### src/rtl/core/srs_pkg.sv
// Shared sizes, codes, types and the LFSR step for the shuffled recycle stack.
`default_nettype none

package srs_pkg;

    localparam int PILE_DEPTH = 64;
    localparam int ELEM_BITS  = 32;
    localparam int ADDR_W     = $clog2(PILE_DEPTH);
    localparam int CNT_W      = $clog2(PILE_DEPTH + 1);
    localparam int RAND_BITS  = 32;
    localparam int DIV_CNT_W  = $clog2(RAND_BITS + 1);

    localparam logic [RAND_BITS-1:0] LFSR_TAPS = 32'h8020_0003;
    localparam logic [RAND_BITS-1:0] LFSR_SAFE = 32'd1;

    localparam logic ACT_DISCARD = 1'b0;
    localparam logic ACT_DRAW    = 1'b1;

    typedef logic [ELEM_BITS-1:0] elem_t;
    typedef logic [CNT_W-1:0]     cnt_t;
    typedef logic [ADDR_W-1:0]    addr_t;
    typedef logic [RAND_BITS-1:0] rand_t;

    typedef enum logic [1:0] {
        STAT_DRAWN    = 2'd0,
        STAT_EMPTY    = 2'd1,
        STAT_ACCEPTED = 2'd2,
        STAT_OVERFLOW = 2'd3
    } status_t;

    typedef enum logic [3:0] {
        S_IDLE,
        S_DECODE,
        S_COPY_RD,
        S_COPY_WR,
        S_RAND,
        S_DIV,
        S_RD_I,
        S_RD_J,
        S_WR_I,
        S_WR_J,
        S_POP_RD,
        S_POP_WAIT,
        S_RESULT
    } state_t;

    // handshake between sequencer and the remainder unit
    typedef struct packed {
        logic  start;
        rand_t dividend;
        cnt_t  divisor;
    } mod_req_t;

    typedef struct packed {
        logic done;
        cnt_t rem;
    } mod_rsp_t;

    function automatic rand_t lfsr_step(input rand_t v);
        rand_t taps;
        taps = v[0] ? LFSR_TAPS : '0;
        return (v >> 1) ^ taps;
    endfunction

endpackage

`default_nettype wire

### src/rtl/core/srs_ram.sv
// Generic single write port, single read port RAM with registered read data.
`default_nettype none

module srs_ram #(
    parameter int WIDTH = 32,
    parameter int DEPTH = 64
) (
    input  wire logic                     aclk,
    input  wire logic                     wr_en,
    input  wire logic [$clog2(DEPTH)-1:0] wr_addr,
    input  wire logic [WIDTH-1:0]         wr_data,
    input  wire logic [$clog2(DEPTH)-1:0] rd_addr,
    output logic      [WIDTH-1:0]         rd_data
);

    logic [WIDTH-1:0] mem [DEPTH];

    always_ff @(posedge aclk) begin
        if (wr_en) begin
            mem[wr_addr] <= wr_data;
        end
        rd_data <= mem[rd_addr];
    end

endmodule

`default_nettype wire

### src/rtl/core/srs_mod_unit.sv
// Bit-serial remainder unit: dividend mod divisor, one dividend bit per cycle.
`default_nettype none

module srs_mod_unit
    import srs_pkg::*;
(
    input  wire logic     aclk,
    input  wire logic     aresetn,
    input  wire mod_req_t req,
    output mod_rsp_t      rsp
);

    logic [DIV_CNT_W-1:0] cnt_reg;
    logic                 done_reg;
    rand_t                shift_reg;
    cnt_t                 rem_reg;
    cnt_t                 rem_next;
    cnt_t                 div_reg;
    logic [CNT_W:0]       trial;
    logic [CNT_W:0]       diff;

    always_comb begin
        trial = {rem_reg, shift_reg[RAND_BITS-1]};
        diff  = trial - {1'b0, div_reg};
        // rem < divisor, so trial < 2*divisor and one subtract is enough
        rem_next = (trial >= {1'b0, div_reg}) ? diff[CNT_W-1:0] : trial[CNT_W-1:0];
    end

    always_ff @(posedge aclk) begin
        if (!aresetn) begin
            cnt_reg  <= '0;
            done_reg <= 1'b0;
        end else if (req.start) begin
            cnt_reg  <= DIV_CNT_W'(RAND_BITS);
            done_reg <= 1'b0;
        end else if (cnt_reg != '0) begin
            cnt_reg  <= cnt_reg - DIV_CNT_W'(1);
            done_reg <= (cnt_reg == DIV_CNT_W'(1));
        end
    end

    always_ff @(posedge aclk) begin
        if (req.start) begin
            shift_reg <= req.dividend;
            rem_reg   <= '0;
            div_reg   <= req.divisor;
        end else if (cnt_reg != '0) begin
            shift_reg <= shift_reg << 1;
            rem_reg   <= rem_next;
        end
    end

    assign rsp.done = done_reg;
    assign rsp.rem  = rem_reg;

endmodule

`default_nettype wire

### src/rtl/core/shuffled_recycle_stack_core.sv
// Top level: draw/discard piles with Fisher-Yates reshuffle under a sequencer.
//
//  channel  | dir | beat qualifier        | contents
//  ---------+-----+-----------------------+--------------------------------------
//  cfg      | in  | cfg_valid & cfg_ready | cfg_data = random_seed (reloads LFSR)
//  s_       | in  | s_tvalid & s_tready   | tdata = element_in, tuser = action
//  m_       | out | m_tvalid & m_tready   | tdata = element_out, tuser = status
//
//  Discard: accept, decode, result. Draw from a non-empty pile: accept, decode,
//  pop read, pop wait, result. A recycling draw copies each discard (read, write),
//  then per element: LFSR step, remainder, read i, read j, write i, write j; then the pop.
//  One item is in flight at a time; s_tready is high only between items.
//  Reset (aresetn low, synchronous) empties both piles and loads seed 1.
//  A result waiting on m_tready holds the sequencer in its result step.
`default_nettype none

module shuffled_recycle_stack_core
    import srs_pkg::*;
(
    input  wire logic        aclk,
    input  wire logic        aresetn,
    input  wire logic        cfg_valid,
    output logic             cfg_ready,
    input  wire logic [31:0] cfg_data,
    input  wire logic        s_tvalid,
    output logic             s_tready,
    input  wire logic [31:0] s_tdata,   // [31:0] element_in
    input  wire logic [0:0]  s_tuser,   // [0] action
    output logic             m_tvalid,
    input  wire logic        m_tready,
    output logic      [31:0] m_tdata,   // [31:0] element_out
    output logic      [1:0]  m_tuser    // [1:0] status
);

    state_t  state_reg, state_next;
    logic    action_reg, action_next;
    elem_t   elem_reg, elem_next;
    cnt_t    draw_cnt_reg, draw_cnt_next;
    cnt_t    disc_cnt_reg, disc_cnt_next;
    cnt_t    idx_reg, idx_next;
    addr_t   j_reg, j_next;
    elem_t   tmp_reg, tmp_next;
    rand_t   lfsr_reg, lfsr_next;
    elem_t   res_data_reg, res_data_next;
    status_t res_stat_reg, res_stat_next;
    logic    m_valid_reg, m_valid_next;
    elem_t   m_data_reg, m_data_next;
    status_t m_stat_reg, m_stat_next;

    logic    draw_we, disc_we;
    addr_t   draw_waddr, draw_raddr, disc_waddr, disc_raddr;
    elem_t   draw_wdata, disc_wdata, draw_rdata, disc_rdata;

    mod_req_t mod_req;
    mod_rsp_t mod_rsp;

    cnt_t    idx_inc;
    cnt_t    j_sum;
    logic    copy_last, shuf_last, out_free;

    assign idx_inc   = idx_reg + CNT_W'(1);
    assign j_sum     = idx_reg + mod_rsp.rem;
    assign copy_last = (idx_inc == disc_cnt_reg);
    assign shuf_last = (idx_inc == draw_cnt_reg);
    assign out_free  = !m_valid_reg || m_tready;

    srs_ram #(.WIDTH(ELEM_BITS), .DEPTH(PILE_DEPTH)) u_draw_ram (
        .aclk    (aclk),
        .wr_en   (draw_we),
        .wr_addr (draw_waddr),
        .wr_data (draw_wdata),
        .rd_addr (draw_raddr),
        .rd_data (draw_rdata)
    );

    srs_ram #(.WIDTH(ELEM_BITS), .DEPTH(PILE_DEPTH)) u_disc_ram (
        .aclk    (aclk),
        .wr_en   (disc_we),
        .wr_addr (disc_waddr),
        .wr_data (disc_wdata),
        .rd_addr (disc_raddr),
        .rd_data (disc_rdata)
    );

    srs_mod_unit u_mod (
        .aclk    (aclk),
        .aresetn (aresetn),
        .req     (mod_req),
        .rsp     (mod_rsp)
    );

    // next state
    always_comb begin
        state_next = state_reg;
        case (state_reg)
            S_IDLE:     if (s_tvalid) state_next = S_DECODE;
            S_DECODE: begin
                if (action_reg == ACT_DISCARD) state_next = S_RESULT;
                else if (draw_cnt_reg != '0)   state_next = S_POP_RD;
                else if (disc_cnt_reg == '0)   state_next = S_RESULT;
                else                           state_next = S_COPY_RD;
            end
            S_COPY_RD:  state_next = S_COPY_WR;
            S_COPY_WR:  state_next = copy_last ? S_RAND : S_COPY_RD;
            S_RAND:     state_next = S_DIV;
            S_DIV:      if (mod_rsp.done) state_next = S_RD_I;
            S_RD_I:     state_next = S_RD_J;
            S_RD_J:     state_next = S_WR_I;
            S_WR_I:     state_next = S_WR_J;
            S_WR_J:     state_next = shuf_last ? S_POP_RD : S_RAND;
            S_POP_RD:   state_next = S_POP_WAIT;
            S_POP_WAIT: state_next = S_RESULT;
            S_RESULT:   if (out_free) state_next = S_IDLE;
            default:    state_next = S_IDLE;
        endcase
    end

    // outputs and datapath
    always_comb begin
        action_next   = action_reg;
        elem_next     = elem_reg;
        draw_cnt_next = draw_cnt_reg;
        disc_cnt_next = disc_cnt_reg;
        idx_next      = idx_reg;
        j_next        = j_reg;
        tmp_next      = tmp_reg;
        lfsr_next     = lfsr_reg;
        res_data_next = res_data_reg;
        res_stat_next = res_stat_reg;
        m_valid_next  = m_valid_reg;
        m_data_next   = m_data_reg;
        m_stat_next   = m_stat_reg;

        s_tready   = 1'b0;
        draw_we    = 1'b0;
        draw_waddr = idx_reg[ADDR_W-1:0];
        draw_wdata = draw_rdata;
        draw_raddr = idx_reg[ADDR_W-1:0];
        disc_we    = 1'b0;
        disc_waddr = disc_cnt_reg[ADDR_W-1:0];
        disc_wdata = elem_reg;
        disc_raddr = idx_reg[ADDR_W-1:0];

        mod_req.start    = 1'b0;
        mod_req.dividend = lfsr_step(lfsr_reg);
        mod_req.divisor  = draw_cnt_reg - idx_reg;

        if (m_valid_reg && m_tready) m_valid_next = 1'b0;

        case (state_reg)
            S_IDLE: begin
                s_tready    = 1'b1;
                action_next = s_tuser[0];
                elem_next   = s_tdata[ELEM_BITS-1:0];
            end
            S_DECODE: begin
                res_data_next = '0;
                idx_next      = '0;
                if (action_reg == ACT_DISCARD) begin
                    if (disc_cnt_reg != CNT_W'(PILE_DEPTH)) begin
                        disc_we       = 1'b1;
                        disc_cnt_next = disc_cnt_reg + CNT_W'(1);
                        res_stat_next = STAT_ACCEPTED;
                    end else begin
                        res_stat_next = STAT_OVERFLOW;
                    end
                end else begin
                    res_stat_next = STAT_EMPTY;
                end
            end
            S_COPY_WR: begin
                draw_we    = 1'b1;
                draw_wdata = disc_rdata;
                if (copy_last) begin
                    draw_cnt_next = disc_cnt_reg;
                    disc_cnt_next = '0;
                    idx_next      = '0;
                end else begin
                    idx_next = idx_inc;
                end
            end
            S_RAND: begin
                mod_req.start = 1'b1;
                lfsr_next     = lfsr_step(lfsr_reg);
            end
            S_DIV: begin
                if (mod_rsp.done) j_next = j_sum[ADDR_W-1:0];
            end
            S_RD_J: begin
                draw_raddr = j_reg;
                tmp_next   = draw_rdata;      // pile[i]
            end
            S_WR_I: begin
                draw_we = 1'b1;               // pile[i] <= pile[j]
            end
            S_WR_J: begin
                draw_we    = 1'b1;
                draw_waddr = j_reg;
                draw_wdata = tmp_reg;
                idx_next   = idx_inc;
            end
            S_POP_RD: begin
                draw_cnt_next = draw_cnt_reg - CNT_W'(1);
                draw_raddr    = draw_cnt_next[ADDR_W-1:0];
            end
            S_POP_WAIT: begin
                res_data_next = draw_rdata;
                res_stat_next = STAT_DRAWN;
            end
            S_RESULT: begin
                if (out_free) begin
                    m_valid_next = 1'b1;
                    m_data_next  = res_data_reg;
                    m_stat_next  = res_stat_reg;
                end
            end
            default: begin
            end
        endcase

        // the user must send seed writes only between items; the block does not enforce it
        if (cfg_valid) lfsr_next = (cfg_data != '0) ? cfg_data : LFSR_SAFE;
    end

    always_ff @(posedge aclk) begin
        if (!aresetn) begin
            state_reg    <= S_IDLE;
            draw_cnt_reg <= '0;
            disc_cnt_reg <= '0;
            lfsr_reg     <= LFSR_SAFE;
            m_valid_reg  <= 1'b0;
        end else begin
            state_reg    <= state_next;
            draw_cnt_reg <= draw_cnt_next;
            disc_cnt_reg <= disc_cnt_next;
            lfsr_reg     <= lfsr_next;
            m_valid_reg  <= m_valid_next;
        end
    end

    always_ff @(posedge aclk) begin
        action_reg   <= action_next;
        elem_reg     <= elem_next;
        idx_reg      <= idx_next;
        j_reg        <= j_next;
        tmp_reg      <= tmp_next;
        res_data_reg <= res_data_next;
        res_stat_reg <= res_stat_next;
        m_data_reg   <= m_data_next;
        m_stat_reg   <= m_stat_next;
    end

    assign cfg_ready = 1'b1;
    assign m_tvalid  = m_valid_reg;
    assign m_tdata   = 32'(m_data_reg);
    assign m_tuser   = m_stat_reg;

    a_counts_in_range: assert property (@(posedge aclk) disable iff (!aresetn)
        (draw_cnt_reg <= CNT_W'(PILE_DEPTH)) && (disc_cnt_reg <= CNT_W'(PILE_DEPTH)))
        else $error("pile count beyond depth");

    a_swap_index: assert property (@(posedge aclk) disable iff (!aresetn)
        (state_reg == S_RD_I) |->
            (CNT_W'(j_reg) >= idx_reg) && (CNT_W'(j_reg) < draw_cnt_reg))
        else $error("shuffle swap index outside remaining pile");

    a_lfsr_live: assert property (@(posedge aclk) disable iff (!aresetn)
        lfsr_reg != '0)
        else $error("LFSR locked at zero");

    a_discard_push: assert property (@(posedge aclk) disable iff (!aresetn)
        (state_reg == S_DECODE && action_reg == ACT_DISCARD &&
         disc_cnt_reg != CNT_W'(PILE_DEPTH)) |=>
            disc_cnt_reg == $past(disc_cnt_reg) + CNT_W'(1))
        else $error("accepted discard did not grow the pile");

endmodule

`default_nettype wire
### config.mk
export PLATFORM = sky130hd
export DESIGN_NAME = shuffled_recycle_stack_core
export DESIGN_NICKNAME = d
export VERILOG_FILES = /design/src/rtl/core/srs_pkg.sv /design/src/rtl/core/srs_ram.sv /design/src/rtl/core/srs_mod_unit.sv /design/src/rtl/core/shuffled_recycle_stack_core.sv
export SDC_FILE = /design/constraint.sdc
export NUM_CORES = 2
export LEC_CHECK = 0
export BUFFER_PORTS_ARGS = -buffer_cell sky130_fd_sc_hd__buf_2
export CAP_MARGIN = 30
export CELL_PAD_IN_SITES_DETAIL_PLACEMENT = 0
export CELL_PAD_IN_SITES_GLOBAL_PLACEMENT = 1
export CORE_UTILIZATION = 40
export CTS_BUF_LIST = sky130_fd_sc_hd__clkbuf_16
export DETAILED_ROUTE_END_ITERATION = 7
export HOLD_SLACK_MARGIN = 0.05
export PLACE_DENSITY = 0.72
export RECOVER_POWER = 50
export SETUP_SLACK_MARGIN = 0.05
export SLEW_MARGIN = 20
export SYNTH_ARGS = -nofsm -noshare
export SYNTH_HDL_FRONTEND = slang
export SYNTH_SLANG_ARGS = --single-unit
### constraint.sdc
create_clock -name aclk -period 13.45 [get_ports aclk]
set_input_delay 0.6725 -clock aclk [delete_from_list [all_inputs] [get_ports aclk]]
set_output_delay 0.6725 -clock aclk [all_outputs]
set_load 0.01 [all_outputs]
==> flow_metrics.tcl <==
set metrics [dict create \
    final_common_cell "edfxtp_1" \
    max_cap_violations 73 \
    area_growth_pct 13.8 \
    yosys_register_bits 4410 \
    fmax_ghz 0.102 \
    cts_tree "built" \
    vias_per_cell 6.02 \
    initial_core_util_pct 40.2 \
    critPathTopFamily "buffers and inverters" \
    drive_above_1_share_pct 14.7 \
    drv_slew 4242 \
    fin_util_pct 45.7 \
    grt_use_total_pct 22.6 \
    grt-ovfl-total 0 \
    vdd_drop_max_uv 211 \
    ctsResizeCount 0 \
    critPathMaxFanout 57 \
    reg_top3 "u_disc_ram.mem: 2048 flops, u_draw_ram.mem: 2048 flops" \
    critical_path.cell_chain "clkbuf_1 > nand2_1 > nor3_1 > clkbuf_1 > nor2_1 > clkbuf_1 > nand2_1 > nand2_1 > clkbuf_1" \
    wire_per_inst_um 30.5 \
    syn_inst 10284 \
    drc 0 \
    path_clk_slew_ns 0.06 \
    cp_slowest_cell "clkbuf_1" \
    dr.pass1.iters 7 \
    fin_nets 10683 \
    finClkSkew_ns 0.0749 \
    grt_pass1_vias 97180 \
    synth-edff-count 4281 \
    timing.critical_path.slowest_cell_delay_ns 2.92 \
    grt_max_degree 208 \
    dp_hpwl_um 272000 \
    cts_buffers 440 \
    synth_area_mm2 0.173 \
    avgSynthCellArea_um2 16.9 \
    p_switching_mw 13.8 \
    rsz0062_at_grt "false" \
    maxSlewHeadroom_pct -175 \
    io_buffer_count 105 \
    antenna_found_initial 26 \
    finalHoldWorstSlack_ns 0.217 \
    rows 241 \
    end_kind "register" \
    start_kind "register" \
    die_h_um 660 \
    hold_viol 0 \
    gp_congestion 0.866 \
    violations "max-capacitance violations, max-slew violations" \
    htree_levels 5 \
    status "finished with violations" \
    finalSetupTns_ns 0 \
    arrival_ns 10.06 \
    die_area_mm2 0.436 \
    clkPwrFrac_pct 29.6 \
    period_needed_ns 9.77 \
    finalSetupViolCount 0 \
    antenna_left 0 \
    crit_type "register to register" \
    io_pins 107 \
    critical_path_required_ns 13.74 \
    p_leak_nw 64.0 \
    drt_iter0_drc 13156 \
    core-area_mm2 0.431 \
    power.density_mw_per_mm2 212 \
    p_int_mw 28.0 \
    routed_wl_um 510000 \
    pwr-share-comb_pct 26.2 \
    grt_pass1_wl_um 713000 \
    clock_latency_ns 1.01 \
    yosysWarnings 0 \
    p_sw_share_pct 33.0 \
    synth_cell_types 81 \
    seqPwrFrac_pct 44.3 \
    synthArstFlopShare_pct 0 \
    period_share_pct 72.7 \
    cts-root-buf "clkbuf_16" \
    mostFrequentLayoutCells "4281 x edfxtp_1, 1366 x nand2_1, 721 x mux2i_1, 445 x clkbuf_16, 400 x mux4_2" \
    path_buf_inv 4 \
    path_common_cell "clkbuf_1" \
    cts_buffer_depth 4 \
    syn_nets 10382 \
    synth-seq-area-share_pct 75.7 \
    vias 100527 \
    worstMarginPinSlew_ns 4.12 \
    hp-class "input port to register" \
    clock_sinks 4410 \
    die_w_um 660 \
    synth_ff_type "edfxtp_1" \
]
final timing paths:
kind,slack (ns),depth (start not counted),endpoint,startpoint
hold reg to reg,0.41,0,m_tdata[15],res_data_reg[15]
hold / removal,0.22,3,m_tvalid,m_tready
setup reg to reg,3.68,9,u_draw_ram.mem[43][10],state_reg[1]
setup / recovery,3.68,9,u_draw_ram.mem[43][10],state_reg[1]
timing repair:
item / 4_1_cts / 5_1_grt
hold buffers: 68 / 0
buffers inserted: 0 / 0
hold endpoints to repair: 65 / 0
synthesized netlist by cell type, drive strengths merged (5+ instances only):
library cell  count  area, um2
a211oi          145       1090
nor3            158        841
nor2            323       1220
nor2b            12       75.1
a32o            105       1050
clkbuf          340       1280
o22ai           193       1210
nand3b            7       52.6
o2111ai           5       43.8
and2             40        250
nand4            16        100
a22oi            35        277
o31ai             6       45.0
and3            141        882
ha               25        313
or4              27        203
o221ai          269       2360
a311oi          229       2010
nand3           313       1570
a21oi           237       1190
nor4             14       87.6
xnor3             7        158
inv              40        150
dfxtp           129       2580
a32oi            18        158
edfxtp         4281     129000
a31oi            75        469
mux2i           721       7220
nand2b            9       56.3
o211ai            8       60.1
a21boi            8       60.1
xnor2            29        254
o21ai            89        445
xor2             11       96.3
buf             331       1760
a221oi           29        254
mux4            400       9010
a21o              7       52.6
nand2          1394       5250
cell type report:
type / instances / area [um2]
Tap cell: 5710 / 7140
Inverter: 42 / 165
Multi-Input combinational cell: 5161 / 40200
Timing Repair Buffer: 530 / 3960
Clock buffer: 445 / 11100
Clock inverter: 378 / 3490
Sequential cell: 4410 / 131000
Fill cell: 36415 / 234000
Antenna cell: 14 / 35.0
power groups by stage:
stage	combinational, mW	clock [mW]	sequential, mW
6_report	11.0	12.4	18.5
5_1_grt	11.5	13.0	18.6
4_1_cts	10.9	12.5	18.2
3_5_place_dp	10.9	0	18.5
3_3_place_gp	10.6	0	18.5
2_1_floorplan	6.00	0	18.6
kinds of logic after synthesis:
kind of cell             Yosys count  share of synthesized area (%)
AO/OA/AOI/OAI                   1489                           6.36
XOR/XNOR                          48                          0.307
adder cells (fa/ha/maj)           28                          0.215
buffers and inverters            713                           1.84
flip-flops                      4410                           75.7
multiplexers                    1123                           9.38
other                              1                        0.00216
AND/OR/NAND/NOR                 2472                           6.22
per-stage QoR:
step                std cells  cell area [um2]  power [mW]  setup WS (ns)
detailed placement      15776           182000        29.4           7.08
finish                  16690           197000        41.9           3.68
floorplan               10284           173000        24.6           8.29
global placement        15753           182000        29.1           6.98
global route            16677           197000        43.1           3.49
CTS                     16667           198000        41.7           7.08
tightest hold or removal path: cells and delay by family:
family / cells / cell delay [ns]
buf+inv: 1 / 0.11
compound gates: 1 / 0.21
simple gates: 1 / 0.14
layer usage:
metal	share of wire [%]	global-route usage [%]
met1	39	30.3
met3	9.6	3.98
met4	5.3	10.1
met5	0.011	0
met2	46	36.3
(Power assumes the default switching activity.)
